**src/design/els_pkg.sv**
```systemverilog
// Shared types and constants for the edge list search block.
`default_nettype none

package els_pkg;

    localparam int POS_FIELD_W = 7;
    localparam int START_W     = 6;
    localparam int THR_W       = 8;
    localparam int COUNT_W     = 7;
    localparam int S_TDATA_W   = 24;
    localparam int S_TUSER_W   = 3;
    localparam int M_TDATA_W   = 16;
    localparam int M_TUSER_W   = 1;

    typedef enum logic [2:0] {
        CMD_CLEAR  = 3'd0,
        CMD_APPEND = 3'd1,
        CMD_READ_L = 3'd2,
        CMD_READ_R = 3'd3,
        CMD_FIND_L = 3'd4,
        CMD_FIND_R = 3'd5
    } cmd_t;

    typedef enum logic [1:0] {
        POL_ANY  = 2'd0,
        POL_RISE = 2'd1,
        POL_FALL = 2'd2
    } pol_t;

    typedef enum logic [2:0] {
        ST_IDLE,
        ST_EXEC,
        ST_RDWAIT,
        ST_WALK,
        ST_RESULT
    } state_t;

    typedef struct packed {
        logic                   found;
        logic [POS_FIELD_W-1:0] edge_pos;
        logic                   edge_rising;
        logic [COUNT_W-1:0]     edge_count;
    } res_t;

endpackage

`default_nettype wire

```
**src/design/els_mem.sv**
```systemverilog
// Edge store: single-port-write, registered-read synchronous memory.
`default_nettype none

module els_mem #(
    parameter int DEPTH  = 64,
    parameter int WIDTH  = 8,
    parameter int ADDR_W = 6
) (
    input  wire logic              clk,
    input  wire logic              wr_en,
    input  wire logic [ADDR_W-1:0] wr_addr,
    input  wire logic [WIDTH-1:0]  wr_data,
    input  wire logic              rd_en,
    input  wire logic [ADDR_W-1:0] rd_addr,
    output logic      [WIDTH-1:0]  rd_data
);

    logic [WIDTH-1:0] mem [DEPTH];

    always_ff @(posedge clk)
    begin
        if (wr_en)
        begin
            mem[wr_addr] <= wr_data;
        end
    end

    always_ff @(posedge clk)
    begin
        if (rd_en)
        begin
            rd_data <= mem[rd_addr];
        end
    end

endmodule

`default_nettype wire

```
**src/design/els_out.sv**
```systemverilog
// Output register stage for result requests.
`default_nettype none

module els_out
    import els_pkg::*;
(
    input  wire logic                 clk,
    input  wire logic                 rst_n,
    input  wire logic                 res_valid,
    output logic                      res_ready,
    input  wire res_t                 res,
    output logic                      m_tvalid,
    input  wire logic                 m_tready,
    output logic      [M_TDATA_W-1:0] m_tdata,  // edge_pos[6:0], edge_rising, edge_count[6:0], 0
    output logic      [M_TUSER_W-1:0] m_tuser   // found
);

    logic valid_reg;
    logic valid_next;
    res_t data_reg;
    res_t data_next;

    always_comb
    begin
        res_ready  = !valid_reg || m_tready;
        valid_next = valid_reg;
        data_next  = data_reg;
        if (res_ready)
        begin
            valid_next = res_valid;
            if (res_valid)
            begin
                data_next = res;
            end
        end
    end

    always_ff @(posedge clk or negedge rst_n)
    begin
        if (!rst_n)
        begin
            valid_reg <= 1'b0;
        end
        else
        begin
            valid_reg <= valid_next;
        end
    end

    always_ff @(posedge clk)
    begin
        data_reg <= data_next;
    end

    assign m_tvalid = valid_reg;
    assign m_tdata  = {1'b0, data_reg.edge_count, data_reg.edge_rising, data_reg.edge_pos};
    assign m_tuser  = data_reg.found;

endmodule

`default_nettype wire

```
**src/design/els_ctrl.sv**
```systemverilog
// Command sequencer: clear, append, indexed read and walking search over the edge store.
`default_nettype none

module els_ctrl
    import els_pkg::*;
#(
    parameter int DEPTH    = 64,
    parameter int POS_BITS = 7,
    parameter int ADDR_W   = 6,
    parameter int CNT_W    = 7
) (
    input  wire logic                   clk,
    input  wire logic                   rst_n,
    input  wire logic                   in_valid,
    output logic                        in_ready,
    input  wire logic [2:0]             cmd,
    input  wire logic [POS_FIELD_W-1:0] position,
    input  wire logic                   rising,
    input  wire logic [START_W-1:0]     start_index,
    input  wire logic [THR_W-1:0]       threshold,
    input  wire logic [1:0]             polarity,
    output logic                        wr_en,
    output logic      [ADDR_W-1:0]      wr_addr,
    output logic      [POS_BITS:0]      wr_data,
    output logic                        rd_en,
    output logic      [ADDR_W-1:0]      rd_addr,
    input  wire logic [POS_BITS:0]      rd_data,
    output logic                        res_valid,
    input  wire logic                   res_ready,
    output res_t                        res
);

    localparam int IDX_W = (CNT_W > START_W) ? CNT_W : START_W;
    localparam logic [CNT_W-1:0] FULL_COUNT = CNT_W'(DEPTH);

    state_t               state_reg, state_next;
    logic [2:0]           cmd_reg, cmd_next;
    logic [POS_BITS-1:0]  pos_reg, pos_next;
    logic                 ris_reg, ris_next;
    logic [START_W-1:0]   start_reg, start_next;
    logic [THR_W-1:0]     thr_reg, thr_next;
    logic [1:0]           pol_reg, pol_next;
    logic [CNT_W-1:0]     count_reg, count_next;
    logic [IDX_W-1:0]     idx_reg, idx_next;
    logic                 pend_reg, pend_next;
    res_t                 res_reg, res_next;

    logic                 is_right;
    logic [IDX_W-1:0]     count_ext;
    logic [IDX_W-1:0]     walk_idx;
    logic [IDX_W-1:0]     slot;
    logic                 app_fall;
    logic [POS_BITS-1:0]  rd_pos;
    logic                 rd_fall;
    logic                 beyond;
    logic                 pol_ok;

    always_comb
    begin
        is_right  = (cmd_reg == CMD_READ_R) || (cmd_reg == CMD_FIND_R);
        count_ext = IDX_W'(count_reg);
        walk_idx  = (state_reg == ST_WALK) ? idx_reg : IDX_W'(start_reg);
        slot      = is_right ? (count_ext - IDX_W'(1) - walk_idx) : walk_idx;
        app_fall  = !ris_reg && (pos_reg != '0);
        rd_pos    = rd_data[POS_BITS-1:0];
        rd_fall   = rd_data[POS_BITS];
        beyond    = is_right ? (THR_W'(rd_pos) < thr_reg) : (THR_W'(rd_pos) > thr_reg);
        unique case (pol_reg)
            POL_ANY:  pol_ok = 1'b1;
            POL_RISE: pol_ok = !rd_fall;
            POL_FALL: pol_ok = rd_fall;
            default:  pol_ok = 1'b0;
        endcase
    end

    always_comb
    begin
        state_next = state_reg;
        cmd_next   = cmd_reg;
        pos_next   = pos_reg;
        ris_next   = ris_reg;
        start_next = start_reg;
        thr_next   = thr_reg;
        pol_next   = pol_reg;
        count_next = count_reg;
        idx_next   = idx_reg;
        pend_next  = pend_reg;
        res_next   = res_reg;
        in_ready   = (state_reg == ST_IDLE);
        res_valid  = (state_reg == ST_RESULT);
        wr_en      = 1'b0;
        wr_addr    = count_reg[ADDR_W-1:0];
        wr_data    = {app_fall, pos_reg};
        rd_en      = 1'b0;
        rd_addr    = slot[ADDR_W-1:0];

        unique case (state_reg)
            ST_IDLE:
            begin
                if (in_valid)
                begin
                    cmd_next   = cmd;
                    pos_next   = position[POS_BITS-1:0];
                    ris_next   = rising;
                    start_next = start_index;
                    thr_next   = threshold;
                    pol_next   = polarity;
                    state_next = ST_EXEC;
                end
            end
            ST_EXEC:
            begin
                res_next            = '0;
                res_next.edge_count = COUNT_W'(count_reg);
                state_next          = ST_RESULT;
                unique case (cmd_reg)
                    CMD_CLEAR:
                    begin
                        count_next          = '0;
                        res_next.edge_count = '0;
                    end
                    CMD_APPEND:
                    begin
                        if (count_reg != FULL_COUNT)
                        begin
                            wr_en                = 1'b1;
                            count_next           = count_reg + CNT_W'(1);
                            res_next.found       = 1'b1;
                            res_next.edge_pos    = POS_FIELD_W'(pos_reg);
                            res_next.edge_rising = !app_fall;
                            res_next.edge_count  = COUNT_W'(count_next);
                        end
                    end
                    CMD_READ_L, CMD_READ_R:
                    begin
                        if (IDX_W'(start_reg) < count_ext)
                        begin
                            rd_en      = 1'b1;
                            state_next = ST_RDWAIT;
                        end
                    end
                    CMD_FIND_L, CMD_FIND_R:
                    begin
                        idx_next   = IDX_W'(start_reg);
                        pend_next  = 1'b0;
                        state_next = ST_WALK;
                    end
                    default:
                    begin
                    end
                endcase
            end
            ST_RDWAIT:
            begin
                res_next.found       = 1'b1;
                res_next.edge_pos    = POS_FIELD_W'(rd_pos);
                res_next.edge_rising = !rd_fall;
                state_next           = ST_RESULT;
            end
            ST_WALK:
            begin
                priority if (pend_reg && beyond && pol_ok)
                begin
                    res_next.found       = 1'b1;
                    res_next.edge_pos    = POS_FIELD_W'(rd_pos);
                    res_next.edge_rising = !rd_fall;
                    state_next           = ST_RESULT;
                end
                else if (idx_reg < count_ext)
                begin
                    rd_en     = 1'b1;
                    idx_next  = idx_reg + IDX_W'(1);
                    pend_next = 1'b1;
                end
                else if (pend_reg)
                begin
                    pend_next = 1'b0;
                end
                else
                begin
                    state_next = ST_RESULT;
                end
            end
            ST_RESULT:
            begin
                if (res_ready)
                begin
                    state_next = ST_IDLE;
                end
            end
            default:
            begin
                state_next = ST_IDLE;
            end
        endcase
    end

    always_ff @(posedge clk or negedge rst_n)
    begin
        if (!rst_n)
        begin
            state_reg <= ST_IDLE;
            count_reg <= '0;
        end
        else
        begin
            state_reg <= state_next;
            count_reg <= count_next;
        end
    end

    always_ff @(posedge clk)
    begin
        cmd_reg   <= cmd_next;
        pos_reg   <= pos_next;
        ris_reg   <= ris_next;
        start_reg <= start_next;
        thr_reg   <= thr_next;
        pol_reg   <= pol_next;
        idx_reg   <= idx_next;
        pend_reg  <= pend_next;
        res_reg   <= res_next;
    end

    assign res = res_reg;

endmodule

`default_nettype wire

```
**src/design/edge_list_search.sv**
```systemverilog
// Top level of the scan-line edge store with indexed read and threshold search.
//
// One request channel (s_*) and one result channel (m_*), both valid/ready.
// A request carries a command in s_tuser: clear, append, read from the left
// or right, find from the left or right. Every request yields exactly one
// result; m_tuser is found, m_tdata carries the edge and the stored count.
// Requests are handled one at a time. Clear, append, an unused command and an
// out-of-range read pass the execute and result states, then the output
// register, on the way to m_tvalid; an in-range read adds a read-wait state.
// A find walks the entries from the start index up to a hit, or to the end of
// the list on a miss (none is read when start is at or beyond the count);
//   the walk reads one memory entry per cycle through the single read port.
// A new request is taken while the previous result still sits in the output
// register; if the receiver stalls, the finished result is held in the
// sequencer and s_tready stays low until the output register frees up.
// Reset empties the store (count = 0) at once; no clearing pass is needed
// since entries at or beyond the count are never read.
`default_nettype none

module edge_list_search
    import els_pkg::*;
#(
    parameter int DEPTH    = 64,
    parameter int POS_BITS = 7
) (
    input  wire logic                 clk,
    input  wire logic                 rst_n,
    input  wire logic                 s_tvalid,
    output logic                      s_tready,
    input  wire logic [S_TDATA_W-1:0] s_tdata,  // position[6:0], rising, start_index[5:0],
                                                // threshold[7:0], polarity[1:0]
    input  wire logic [S_TUSER_W-1:0] s_tuser,  // cmd[2:0]
    output logic                      m_tvalid,
    input  wire logic                 m_tready,
    output logic      [M_TDATA_W-1:0] m_tdata,  // edge_pos[6:0], edge_rising, edge_count[6:0], 0
    output logic      [M_TUSER_W-1:0] m_tuser   // found
);

    localparam int ADDR_W = $clog2(DEPTH);
    localparam int CNT_W  = $clog2(DEPTH + 1);

    logic                wr_en;
    logic [ADDR_W-1:0]   wr_addr;
    logic [POS_BITS:0]   wr_data;
    logic                rd_en;
    logic [ADDR_W-1:0]   rd_addr;
    logic [POS_BITS:0]   rd_data;
    logic                res_valid;
    logic                res_ready;
    res_t                res;

    els_ctrl #(
        .DEPTH    (DEPTH),
        .POS_BITS (POS_BITS),
        .ADDR_W   (ADDR_W),
        .CNT_W    (CNT_W)
    ) u_ctrl (
        .clk         (clk),
        .rst_n       (rst_n),
        .in_valid    (s_tvalid),
        .in_ready    (s_tready),
        .cmd         (s_tuser[2:0]),
        .position    (s_tdata[6:0]),
        .rising      (s_tdata[7]),
        .start_index (s_tdata[13:8]),
        .threshold   (s_tdata[21:14]),
        .polarity    (s_tdata[23:22]),
        .wr_en       (wr_en),
        .wr_addr     (wr_addr),
        .wr_data     (wr_data),
        .rd_en       (rd_en),
        .rd_addr     (rd_addr),
        .rd_data     (rd_data),
        .res_valid   (res_valid),
        .res_ready   (res_ready),
        .res         (res)
    );

    els_mem #(
        .DEPTH  (DEPTH),
        .WIDTH  (POS_BITS + 1),
        .ADDR_W (ADDR_W)
    ) u_mem (
        .clk     (clk),
        .wr_en   (wr_en),
        .wr_addr (wr_addr),
        .wr_data (wr_data),
        .rd_en   (rd_en),
        .rd_addr (rd_addr),
        .rd_data (rd_data)
    );

    els_out u_out (
        .clk       (clk),
        .rst_n     (rst_n),
        .res_valid (res_valid),
        .res_ready (res_ready),
        .res       (res),
        .m_tvalid  (m_tvalid),
        .m_tready  (m_tready),
        .m_tdata   (m_tdata),
        .m_tuser   (m_tuser)
    );

endmodule

`default_nettype wire

```
**config.mk**
```make
export PLATFORM = sky130hd
export DESIGN_NAME = edge_list_search
export DESIGN_NICKNAME = d
export VERILOG_FILES = /design/src/design/els_pkg.sv /design/src/design/els_mem.sv /design/src/design/els_out.sv /design/src/design/els_ctrl.sv /design/src/design/edge_list_search.sv
export SDC_FILE = /design/constraint.sdc
export NUM_CORES = 1
export LEC_CHECK = 0
export BUFFER_PORTS_ARGS = -buffer_cell sky130_fd_sc_hd__buf_2
export CORE_ASPECT_RATIO = 0.75
export CORE_MARGIN = 2
export CORE_UTILIZATION = 40
export CTS_BUF_LIST = sky130_fd_sc_hd__clkbuf_4 sky130_fd_sc_hd__clkbuf_8
export DETAILED_ROUTE_END_ITERATION = 7
export GPL_TIMING_DRIVEN = 0
export HOLD_SLACK_MARGIN = 0.08
export PLACE_DENSITY = 0.58
export SETUP_SLACK_MARGIN = 0.1
export SLEW_MARGIN = 25
export SYNTH_ARGS = -nofsm -noshare
export SYNTH_HDL_FRONTEND = slang
export SYNTH_HIERARCHICAL = 1
export SYNTH_SLANG_ARGS = --single-unit
```
**constraint.sdc**
```tcl
create_clock -name clk -period 9.2 [get_ports clk]
set_clock_uncertainty 0.1 [all_clocks]
set_input_delay 1.84 -clock clk [delete_from_list [all_inputs] [get_ports clk]]
set_output_delay 1.84 -clock clk [all_outputs]
set_load 0.02 [all_outputs]
```
* Word level (Yosys, flattened, before mapping)
Memory sizes are Yosys's and may differ from the RTL's. A register that Yosys moved wholly into a read port is not among the register bits.
Cells that the tools add are included.
** Cells by class
- Add/subtract/negate cells :: 4
- Magnitude comparators :: 4
- Equal/unequal tests :: 21
- Mux-type cells :: 36
- Reduce and logical (&&, ||, !) cells :: 25
** Operator list (count)
- one-hot mux 7 bit (2 select lines) :: 3
- 2-to-1 mux 7 bit :: 4
- one-hot mux 9 bit (3 select lines) :: 1
- 2-to-1 mux 3 bit :: 6
- 2-to-1 mux 9 bit :: 2
- 2-to-1 mux 16 bit :: 1
- one-hot mux 3 bit (5 select lines) :: 1
- adder 7 x 1 -> 7 bit, second input constant :: 2
- equality test 3 x 2 -> 1 bit, second input constant :: 4
- 2-to-1 mux 1 bit :: 12
- 2-to-1 mux 6 bit :: 2
- != test 2 bit, second input constant :: 6
- equality test 3 bit, second input constant :: 3
- greater-than comparator 7 x 8 -> 1 bit :: 1
- < comparator 7 x 8 -> 1 bit :: 1
- AND reduction 4 bit :: 2
- < comparator 6 x 7 -> 1 bit :: 1
- < comparator 7 bit :: 1
- != test 7 bit, second input constant :: 1
- nonzero test 7 bit :: 1
- equality test 3 x 1 -> 1 bit, second input constant :: 2
- zero test 3 bit :: 2
- != test 3 bit, second input constant :: 2
- one-hot mux 3 bit (2 select lines) :: 1
- 16 further kinds :: 28
** Word-level totals
- Register bits :: 78
- Memory bits (writable) :: 512
- Memories kept :: 1
** Memories
- u_mem.mem :: depth 64, bits a word 8, rd ports 1, clocked after memory_dff 1, wr ports 1, RTL line els_mem.sv:18 : logic [WIDTH-1:0] mem [DEPTH];

* Logic depth before layout (Yosys ltp)
Gate-level depths: netlist of the first run.
- Word-level depth :: 7
- Mapped depth :: 18

* By module
The synthesis of the first run kept the hierarchy.
** By module, submodules not included
- els_mem :: instances 1, cells an instance 940, area each 20246.9 µm², seq. area each 15615.0 µm²
- els_ctrl :: instances 1, cells an instance 321, area each 3463.3 µm², seq. area each 1781.7 µm²
- els_out :: instances 1, cells an instance 22, area each 545.5 µm², seq. area each 505.5 µm²

* Worst setup path before layout of the first run
OpenSTA, ideal clock, no wires.
- Path kind :: register -> register
- From :: reg u_ctrl.state_reg[1]
- To :: reg u_mem.rd_data[0], read port of u_mem.mem, data pin
- Arrival :: 3.575 ns
- Data required time :: 8.838 ns
- Setup slack :: 5.262 ns
- Cell stages (with the launch flop) :: 19
- Buffers on the path :: 4
- Period minus slack after synthesis :: 3.938 ns
- Cells stage by stage :: dfrtp_1 > and2b_1 > buf_6 > nand2_2 > mux2i_1 > ha_1 > fa_1 > a21oi_1 > nor2_1 > nor2_1 > xnor2_1 > nor2_1 > a21oi_1 > clkbuf_1 > clkbuf_1 > clkbuf_1 > o2111ai_1 > nand2_1 > o2bb2ai_1
** On the way
- Word-level cells in the longest chain between the ends :: 4
** RTL lines
- start: declaration :: RTL line els_ctrl.sv:36 : state_t state_reg, state_next;
- start signal: assignment :: RTL line els_ctrl.sv:207 : state_reg <= state_next;
- equality test 3 x 2 -> 1 bit (*) :: RTL line els_ctrl.sv:62 : walk_idx = (state_reg == ST_WALK) ? idx_reg : IDX_W'(start_reg);
- 2-to-1 mux 6 bit (*) :: RTL line els_ctrl.sv:62
- subtractor 6 bit :: RTL line els_ctrl.sv:63 : slot = is_right ? (count_ext - IDX_W'(1) - walk_idx) : walk_idx;
- 2-to-1 mux 6 bit (*) :: RTL line els_ctrl.sv:63
- via rd_addr[4] :: RTL line edge_list_search.sv:46 : logic [ADDR_W-1:0] rd_addr;
- end: declaration :: RTL line els_mem.sv:15 : output logic [WIDTH-1:0] rd_data
The timed path passes the listed nets; every way through them passes the cells marked *.
A chain may end at the register's enable or synchronous reset.

* Worst setup path after layout of the first run
- From :: reg u_ctrl.state_reg[1]
- To :: reg u_mem.rd_data[1], read port of u_mem.mem, data pin
Same word-level chain as after synthesis.

==> results of run 1 <==
==> critical path, delay by kind of cell (launching register included) <==
kind                       cells  cell delay, ns
adders and majority gates      2            0.64
DFF                            1            0.44
AOI/OAI and AO/OA              4            1.16
muxes                          1            0.17
buffers and inverters          4            1.87
xor gates and xnor gates       1            0.13
and+or+nand+nor                6            0.86
==> worst paths after layout <==
check / end / start
max: u_mem/rd_data[1] / u_ctrl/state_reg[1]
min: u_out/m_tdata[13] / u_ctrl/res[5]
max reg2reg: u_mem/rd_data[1] / u_ctrl/state_reg[1]
max in group asynchronous: u_ctrl/count_ext[1] / rst_n
min reg2reg: u_out/m_tdata[13] / u_ctrl/res[5]
min in group asynchronous: u_out/m_tvalid / rst_n
==> through the flow <==
| stage | cells | cell area (µm²) |
|---|---|---|
| finish | 2309 | 27500 |
| detailed placement | 2152 | 25800 |
| global route | 2309 | 27500 |
| floorplan | 1283 | 24300 |
| global placement | 2131 | 25500 |
| CTS | 2309 | 27500 |
==> layer usage <==
layer	track usage	up-vias	wire length, µm
met5	0	-	12
met4	0.0563	2	1430
met3	0.0497	120	5520
met2	0.277	610	26100
met1	0.303	6729	28000
li1	-	5515	-
==> power groups by stage <==
stage                     Clock, mW  Combinational (mW)  Sequential (mW)
after global routing           2.24                2.25             3.32
after CTS                      2.13                2.13             3.32
after detailed placement          0                2.12             3.37
after global placement            0                1.94             3.48
final                          2.09                2.14             3.31
after floorplan                   0                1.24             3.41
==> layout by cell type (no fill, tap or decap), types with 14 or more instances in the layout <==
| master | synthesis | layout |
|---|---|---|
| a21oi_1 | 22 | 21 |
| buf_2 | 12 | 60 |
| buf_4 | 21 | 21 |
| buf_8 | 0 | 20 |
| clkbuf_1 | 22 | 22 |
| clkbuf_4 | 0 | 20 |
| clkbuf_8 | 0 | 93 |
| clkinv_1 | 0 | 29 |
| edfxtp_1 | 587 | 587 |
| ha_1 | 29 | 29 |
| inv_1 | 21 | 21 |
| mux2_2 | 14 | 14 |
| mux2i_1 | 30 | 30 |
| mux4_2 | 126 | 126 |
| nand2_1 | 55 | 55 |
| nand3_1 | 25 | 25 |
| nor2_1 | 100 | 99 |
| nor2b_1 | 16 | 16 |
| o21ai_0 | 33 | 32 |
==> kinds of logic (layout without fill, tap and decap cells) <==
kind of cell,after synthesis,after routing,synth area share
other,1,1,0.000155
AOI/OAI and AO/OA,131,131,0.0368
muxes,170,170,0.136
DFF,598,598,0.738
adders and majority gates,30,30,0.0158
xor gates and xnor gates,10,10,0.00361
buffers and inverters,88,314,0.0207
and+or+nand+nor,255,255,0.0490
==> final cells by class <==
type                       instances  area, µm²  area share
sequential                       598      17900       0.650
clock inverter                    44        250     0.00909
timing repair buffer              69        568      0.0206
multi-input combinational        597       5880       0.213
buffer                            67        423      0.0154
clock buffer                     113       1430      0.0519
tap                              800       1000      0.0364
inverter                          21       78.8     0.00286
==> out/summary.txt, run 1 <==
Syn Area/Cell: 18.9 µm²
Initial antenna violation count: 1
Biggest area consumer among synthesized cells: edfxtp_1
Largest net degree at the start of global routing: 65
Htree depth: 3
Worst slew pin tran: 1.08 ns
DP HPWL: 41.6 mm
Count leader, synth: edfxtp_1
Clk sinks: 598
CTS clk-pin slew, worst paths: 0.06 ns
RSZ-0062 raised after global routing: no
Pleak: 9.01 nW
Share of total power in sequential cells: 0.439
Post-synth EDFFs: 587
WL/cell: 26.5 µm
Crit path DAT: 5.96 ns
Max-cap violations: 0
Worst slew margin: 0.278
Sw frac: 0.318
Fill cells: 5087
CP startpoint kind: register
Post-synth cell types: 63
Syn_nets: 1344
Worst-path cell with the longest stage delay: clkbuf_1
Hold Path Stages: 0
Largest cells by area after synthesis: edfxtp_1, mux4_2, nor2_1
Final Worst Setup Slack: 3.50 ns
# diodes: 0
Cell breakdown of the critical path: and2b_1 > buf_6 > nand2_2 > mux2i_1 > ha_1 > fa_1 > a21oi_1 > nor2_1 > nor2_1 > xnor2_1 > nor2_1 > a21oi_2 > clkbuf_1 > clkbuf_1 > clkbuf_1 > o2111ai_1 > nand2_1 > o2bb2ai_1
Setup Buffers After CTS: 0
Yosys reg bits: 598
Register area share after synthesis: 0.738
Run status: finished, final reports clean
Syn Inst Count: 1283
Hold Path Class: reg2reg
Vias in the first global route: 12815
Critical Path Max Stage Delay: 0.71 ns
Layout cells sized above 1: 0.262
GP Congestion: 0.898
Final Net Count: 1505
Cts hold-fix bufs: 0
Clock latency on the worst-skew pair: 0.70 ns
Layout area overhead: 13.5%
Via count: 12976
Worst Setup Path Type: reg2reg
CTS tree: built
Worst IR Drop VDD: 0.157 mV
Drt pass-1 iters: 5
Fin crit share: 0.620
Hold Vio Cnt, Final: 0
WHS: 0.316 ns
Reg2reg path depth: 18
Top post-synthesis cells by count: edfxtp_1, mux4_2, nor2_1, nand2_1, o21ai_0
First-pass GRT wire length: 88.1 mm
Final core occ: 0.457
Die X: 288 µm
Setup TNS Final: 0 ns
Count of pins over their slew limit: 0
GRT Util Overall: 0.197
Pwr Total: 7.54 mW
Total CTS buffers: 90
Initial drt markers: 1554
Final Setup Violations: 0
Reg2Reg Setup Slack: 3.50 ns
DR DRC count: 0
Power Internal: 5.14 mW
Max reg flops: 512
Vias per std cell: 5.62
Initial Util: 0.403
Clock Path Buffers: 3
Clk pwr share: 0.277
Gate power share: 0.284
Core Area: 60200 µm²
Post-CTS resize count: 0
Die H: 217 µm
Yosys warning count: 6
WP data required: 9.45 ns
P per Cell Area: 274 nW/µm²
Share of the synthesized area in the top cell type: 0.727
DRT Wirelength: 61.1 mm
Full die area: 62600 µm²
Antenna Nets Post-Route: 0
# rows: 78
Most used DFF post-synth: edfxtp_1
Fin crit period: 5.70 ns
Setup crit end kind: register
I/O Buffers: 48
Ys async rst share: 0.0184
Overflow after GRT: 0
Worst Path Max Fanout: 10
Net Switching: 2.40 mW
IO Pins: 50
Root Buffer: clkbuf_8
Synthesized area: 24300 µm²
Placement Setup Slack: 3.51 ns
Max Fclk: 0.175 GHz
No activity file was read; power rests on OpenSTA's default activity.
==> run 2: changes to the inputs <==
Settings changed: ABC_AREA set to 1.
Clock period 9.2 ns to 5.65 ns, I/O delays scaled along.
==> out/summary.txt, run 2 <==
Run status: finished, final reports clean
Synthesized area: 25400 µm² (+4.9%)
M3 GR Usage: 0.0629 (+0.0132)
Share of the synthesized area in the top cell type: 0.693 (-0.0340)
Worst-path cell with the longest stage delay: buf_1
Ys async rst share: 0.0184 (unchanged)
RSZ-0062 raised after global routing: no
Worst slew margin: 0.232 (-0.0467)
WP data required: 6.11 ns (-3.34 ns)
IO Pins: 50 (unchanged)
Worst slew pin tran: 1.15 ns (+0.0697 ns)
Sequential standard cell area: 17900 µm² (unchanged)
Top post-synthesis cells by count: nand2_1, edfxtp_1, nand3_1, nor2_1, inv_1
Syn Area/Cell: 11.6 µm² (-39%)
Die H: 222 µm (+2.4%)
Root Buffer: clkbuf_8
Worst Path Max Fanout: 10 (unchanged)
Syn_nets: 2263 (+68%)
CP dominant cell by count: nand2_1
GRT busiest layer: met1
Final core occ: 0.462 (+0.00515)
Full die area: 65700 µm² (+4.8%)
CTS tree: built
Largest delay share family, worst path: simple AND/OR/NAND/NOR gates
Fin crit share: 0.833 (+0.213)
Via count: 17817 (+37%)
Pwr Total: 13.5 mW (+79%)
Critical Path Max Stage Delay: 0.71 ns (about the same)
GR Util met1: 0.349 (+0.0468)
Initial Util: 0.402 (-0.000563)
Fin crit period: 4.71 ns (-0.994 ns)
Clock latency on the worst-skew pair: 0.70 ns (about the same)
DP HPWL: 53.5 mm (+28%)
Initial antenna violation count: 1 (unchanged)
Die X: 295 µm (+2.4%)
Post-CTS resize count: 0 (unchanged)
Initial drt markers: 2017 (+30%)
Final Setup Violations: 0 (unchanged)
Register area share after synthesis: 0.704 (-0.0345)
Setup crit end kind: register
Layout cells sized above 1: 0.153 (-0.110)
CP startpoint kind: register
Worst Path Buf+Inv: 5 (+1)
Clk sinks: 598 (unchanged)
Setup TNS Final: 0 ns (unchanged)
Vias in the first global route: 16756 (+31%)
Count leader, synth: nand2_1
Yosys reg bits: 598 (unchanged)
Clock Path Buffers: 3 (unchanged)
Total CTS buffers: 94 (+4.4%)
# rows: 80 (+2.6%)
Yosys warning count: 6 (unchanged)
CTS clk-pin slew, worst paths: 0.06 ns (about the same)
Post-synth cell types: 40 (-37%)
Most frequent cells in the layout: nand2_1, edfxtp_1, nand3_1
Final Worst Setup Slack: 0.942 ns (-2.56 ns)
Worst IR Drop VDD: 0.175 mV (+12%)
P per Cell Area: 463 nW/µm² (+69%)
Most used DFF post-synth: edfxtp_1
WHS: 0.193 ns (-0.123 ns)
Cell breakdown of the critical path: nor2_8 > nand2_4 > inv_1 > buf_4 > nand2_1 > nand2_1 > inv_1 > ha_1 > fa_1 > xor2_1 > nand2_1 > o21ai_0 > buf_2 > buf_1 > nand3_1 > nand2_1 > nand2_1 > nand3_1 > nand3_1 > nand2_1
Core Area: 63300 µm² (+5.1%)
Htree depth: 3 (unchanged)
Placed cell count: 3154 (+47%)
GRT Util Overall: 0.230 (+0.0329)
I/O Buffers: 48 (unchanged)
Largest cells by area after synthesis: edfxtp_1, nand2_1, nand3_1
Final Net Count: 2451 (+63%)
Vias per std cell: 5.36 (-4.7%)
Footprint of the multi-input gates: 6450 µm² (+9.8%)
Non-Filler Instances: 3327 (+44%)
Commonest non-fill, non-tap cell in the layout: nand2_1
Post-synth EDFFs: 587 (unchanged)
Setup Buffers After CTS: 0 (unchanged)
Post-route cell area: 29200 µm² (+6.2%)
Hold Path Class: in2async
Dpl cell area: 27400 µm² (+6.0%)
Crit path DAT: 5.16 ns (-0.80 ns)
Largest net degree at the start of global routing: 65 (unchanged)
GP Congestion: 0.941 (+4.8%)
Cts hold-fix bufs: 0 (unchanged)
Max Fclk: 0.212 GHz (+21%)
DR DRC count: 0 (unchanged)
Routing usage on met2: 0.323 (+0.0461)
First-pass GRT wire length: 110 mm (+25%)
Worst Setup Path Type: reg2reg
Overflow after GRT: 0 (unchanged)
Antenna Nets Post-Route: 0 (unchanged)
Layout area overhead: 14.9%
Count of pins over their slew limit: 0 (unchanged)
DRT Wirelength: 74.6 mm (+22%)
Drt pass-1 iters: 6 (+1)
WL/cell: 22.4 µm (-15%)
Biggest area consumer among synthesized cells: edfxtp_1
Syn Inst Count: 2202 (+72%)
Fill cells: 5841 (+15%)
Placement Setup Slack: 1.08 ns (-2.43 ns)
Max-cap violations: 0 (unchanged)
Hold Vio Cnt, Final: 0 (unchanged)
Max reg flops: 512 (unchanged)
Pleak: 10.9 nW (+21%)
## run 2: cell types whose count changed in the layout (fill, tap and decap cells not counted), sizes merged, moves of 12 or more
| cell | change |
|---|---|
| nand2 | +679 |
| nand3 | +431 |
| mux4 | -126 |
| buf | +88 |
| inv | +49 |
| mux2i | -30 |
| clkbuf | +21 |
| nor2 | -17 |
| nor2b | -16 |
| mux2 | -14 |
| nand2b | -13 |
| clkinv | -12 |
## run 2: path summary, 6_finish.rpt
| path | start | end | slack (ns) | cells after the start |
|---|---|---|---|---|
| worst max-delay path | u_ctrl/state_reg[2] | u_mem/rd_data[3] | 0.94 | 20 |
| worst min-delay path | rst_n | u_out/m_tvalid | 0.19 | 1 |
| worst max register to register | u_ctrl/state_reg[2] | u_mem/rd_data[3] | 0.94 | 20 |
| worst min register to register | u_ctrl/res[10] | u_out/m_tdata[2] | 0.32 | 0 |
| max in group asynchronous | rst_n | u_ctrl/count_ext[3] | 5.01 | 1 |
| min in group clk | u_ctrl/res[10] | u_out/m_tdata[2] | 0.32 | 0 |
## run 2: cell families after synthesis
logic type,count (synthesis),share of synthesized area
fa+ha+maj,30,0.0150
other cells,1,0.000147
xor+xnor,7,0.00241
compound gates,71,0.0154
flops,598,0.704
buf+inv,198,0.0460
simple gates,1297,0.217
## run 2: report_power, final
part | internal (mW) | switching (mW) | leakage [nW]
combinational | 1.33 | 3.27 | 4.52
sequential | 5.27 | 0.0998 | 5.45
clock | 1.90 | 1.66 | 0.972
total | 8.50 | 5.03 | 10.9
## run 2: cell type report
cell class                 instances  area share
clock inverter                    30     0.00479
clock buffer                     141      0.0576
buffer                           125      0.0305
timing repair buffer              92      0.0280
inverter                          73     0.00954
tap                              861      0.0368
multi-input combinational       1406       0.221
antenna                            1   0.0000856
sequential                       598       0.612
## run 2: metal layers
metal  wire length [µm]  part of all wire  up-vias
li1                   -                 -     8092
met1              33700              0.45     8816
met2              31500              0.42      804
met3               7970              0.11      105
met4               1420             0.019        0
met5                  0                 0        -
==> run 3: changes to the inputs <==
Settings changed: PLACE_DENSITY 0.58 to 0.6.
Clock period 5.65 ns to 4.05 ns, I/O delays scaled along.
==> out/summary.txt, run 3 (synthesized netlist as in run 2, its figures left out) <==
Pleak: 11.1 nW (+1.1%)
Drt pass-1 iters: 6 (unchanged)
Initial Util: 0.402 (unchanged)
Vias in the first global route: 16594 (-0.97%)
Initial antenna violation count: 1 (unchanged)
Final Worst Setup Slack: 0.0798 ns (-0.862 ns)
Worst slew pin tran: 1.12 ns (-0.0274 ns)
Placement Setup Slack: -0.490 ns (-1.57 ns)
Overflow after GRT: 0 (unchanged)
# rows: 80 (unchanged)
Min-delay src: s_tdata[20]
Clock Path Buffers: 3 (unchanged)
Antenna Nets Post-Route: 0 (unchanged)
Worst IR Drop VDD: 0.308 mV (+76%)
Post-route cell area: 29500 µm² (+1.0%)
Max reg flops: 512 (unchanged)
Setup crit end kind: register
IO Pins: 50 (unchanged)
CTS clk-pin slew, worst paths: 0.07 ns (about the same)
Root Buffer: clkbuf_8
Reg2reg start: u_ctrl/count_ext[0]
CP startpoint kind: register
Fill cells: 5658 (-3.1%)
Layout area overhead: 16.1%
Pwr Total: 19.2 mW (+42%)
Reg2Reg Setup Slack: 0.08 ns (-0.86 ns)
P per Cell Area: 651 nW/µm² (+41%)
Clk sinks: 598 (unchanged)
Worst Path Max Fanout: 9 (-1)
Core Area: 63300 µm² (unchanged)
Setup TNS Final: 0 ns (unchanged)
Fin crit share: 0.980 (+0.147)
Run status: finished, final reports clean
Full die area: 65700 µm² (unchanged)
Clock latency on the worst-skew pair: 0.71 ns (about the same)
Layout cells sized above 1: 0.163 (+0.0107)
Most frequent cells in the layout: nand2_1, edfxtp_1, nand3_1
Dpl cell area: 27400 µm² (about the same)
Htree depth: 3 (unchanged)
GRT Util Overall: 0.225 (-0.00480)
Max Fclk: 0.252 GHz (+19%)
RSZ-0062 raised after global routing: yes
Die X: 295 µm (unchanged)
CTS tree: built
Die H: 222 µm (unchanged)
Final Setup Violations: 0 (unchanged)
Via count: 17896 (+0.44%)
DRT Wirelength: 74.2 mm (-0.52%)
Reg2reg path depth: 8 (-60%)
WP data required: 4.25 ns (-1.86 ns)
Hold Crit Endpoint: u_ctrl/thr_reg[6]
Count of pins over their slew limit: 0 (unchanged)
Initial drt markers: 2265 (+12%)
Fin crit period: 3.97 ns (-0.738 ns)
DP HPWL: 52.9 mm (-1.2%)
Crit path DAT: 4.17 ns (-0.99 ns)
Hold Vio Cnt, Final: 0 (unchanged)
WL/cell: 22.3 µm (-0.43%)
Worst slew margin: 0.250 (+0.0184)
GP Congestion: 0.949 (+0.86%)
Largest net degree at the start of global routing: 65 (unchanged)
Worst Setup Path Type: reg2reg
DR DRC count: 0 (unchanged)
Max-cap violations: 0 (unchanged)
Final Net Count: 2454 (+0.12%)
Commonest non-fill, non-tap cell in the layout: nand2_1
Total CTS buffers: 94 (unchanged)
R2r endpoint: u_mem/mem[14][4]
First-pass GRT wire length: 108 mm (-1.7%)
Vias per std cell: 5.38 (+0.53%)
Hold Path Stages: 1
Hold Path Class: in2reg
I/O Buffers: 48 (unchanged)
==> run 3: cell count changes in the layout (fill, tap and decap cells not counted), moves of 5 or more <==
cell      before  now
clkbuf_4      41   47
nand3_1      456  451
clkinv_1      16   21
nand3_2        0    5
buf_2         98   71
buf_1         10    1
clkbuf_1      15    7
buf_4         26   41
buf_8         22   27
nor2_2         8   16
nor2_1        73   65
buf_6         41   50
==> run 3: worst max-delay path: stages (launching register included) <==
cell      delay (ns)
dfrtp_1         0.47
inv_1           0.21
ha_1            0.26
nand4_2         0.14
nand2_1         0.09
nor2_1          0.13
clkbuf_1        0.32
nand4_1         0.73
nor2_1          1.09
==> run 3: area by class of cell <==
cell class | count | area (µm²) | area share
flip-flops and latches | 598 | 17900 | 0.606
multi-input cells | 1406 | 6520 | 0.221
clock buffers | 129 | 1570 | 0.0531
well taps | 861 | 1080 | 0.0365
plain buffers | 123 | 1040 | 0.0353
repair buffers | 97 | 886 | 0.0300
inverters | 73 | 282 | 0.00953
clock inverters | 36 | 269 | 0.00910
diodes | 1 | 2.50 | 0.0000847
==> run 3: stage by stage <==
step           hold slack (ns)  std cells   util
5_1_grt                  0.140       3324  0.467
3_3_place_gp             0.307       3111  0.423
2_1_floorplan            0.300       2202      -
6_report                 0.181       3324  0.467
3_5_place_dp             0.306       3150  0.433
4_1_cts                  0.138       3317  0.463
==> run 3: worst max-delay path by stage <==
stage	endpoint	start	slack, ns	cells past startpoint
2_1_floorplan	u_mem/rd_data[2]	u_ctrl/state_reg[2]	0.88	20
3_3_place_gp	u_mem/rd_data[3]	u_ctrl/state_reg[2]	-0.43	20
3_5_place_dp	u_mem/rd_data[3]	u_ctrl/state_reg[2]	-0.49	20
4_1_cts	u_mem/rd_data[0]	u_ctrl/state_reg[2]	0.10	21
5_1_grt	u_mem/mem[30][4]	u_ctrl/count_ext[0]	-0.01	8
6_report	u_mem/mem[14][4]	u_ctrl/count_ext[0]	0.08	8
==> run 3: metal layers <==
metal  vias to the layer above  part of all wire  track usage
met5                         -                 0            0
met1                      8761              0.45        0.345
met2                       935              0.42        0.318
li1                       8095                 -            -
met3                       105              0.11       0.0560
met4                         0             0.018       0.0581
==> run 3: timing repair <==
action,in CTS,in global routing
gates cloned,0,1
hold buffers,1,0
resized for setup,35,72
buffers inserted,1,6
pin swaps,0,1
setup endpoints to repair,8,83
hold endpoints to repair,11,0
==> run 3: report_power, final <==
| part | internal [mW] | switching, mW | leakage, nW | total [mW] |
|---|---|---|---|---|
| Combinational | 2.06 | 4.61 | 4.65 | 6.67 |
| Sequential | 7.35 | 0.140 | 5.45 | 7.49 |
| Clock | 2.75 | 2.33 | 0.964 | 5.08 |
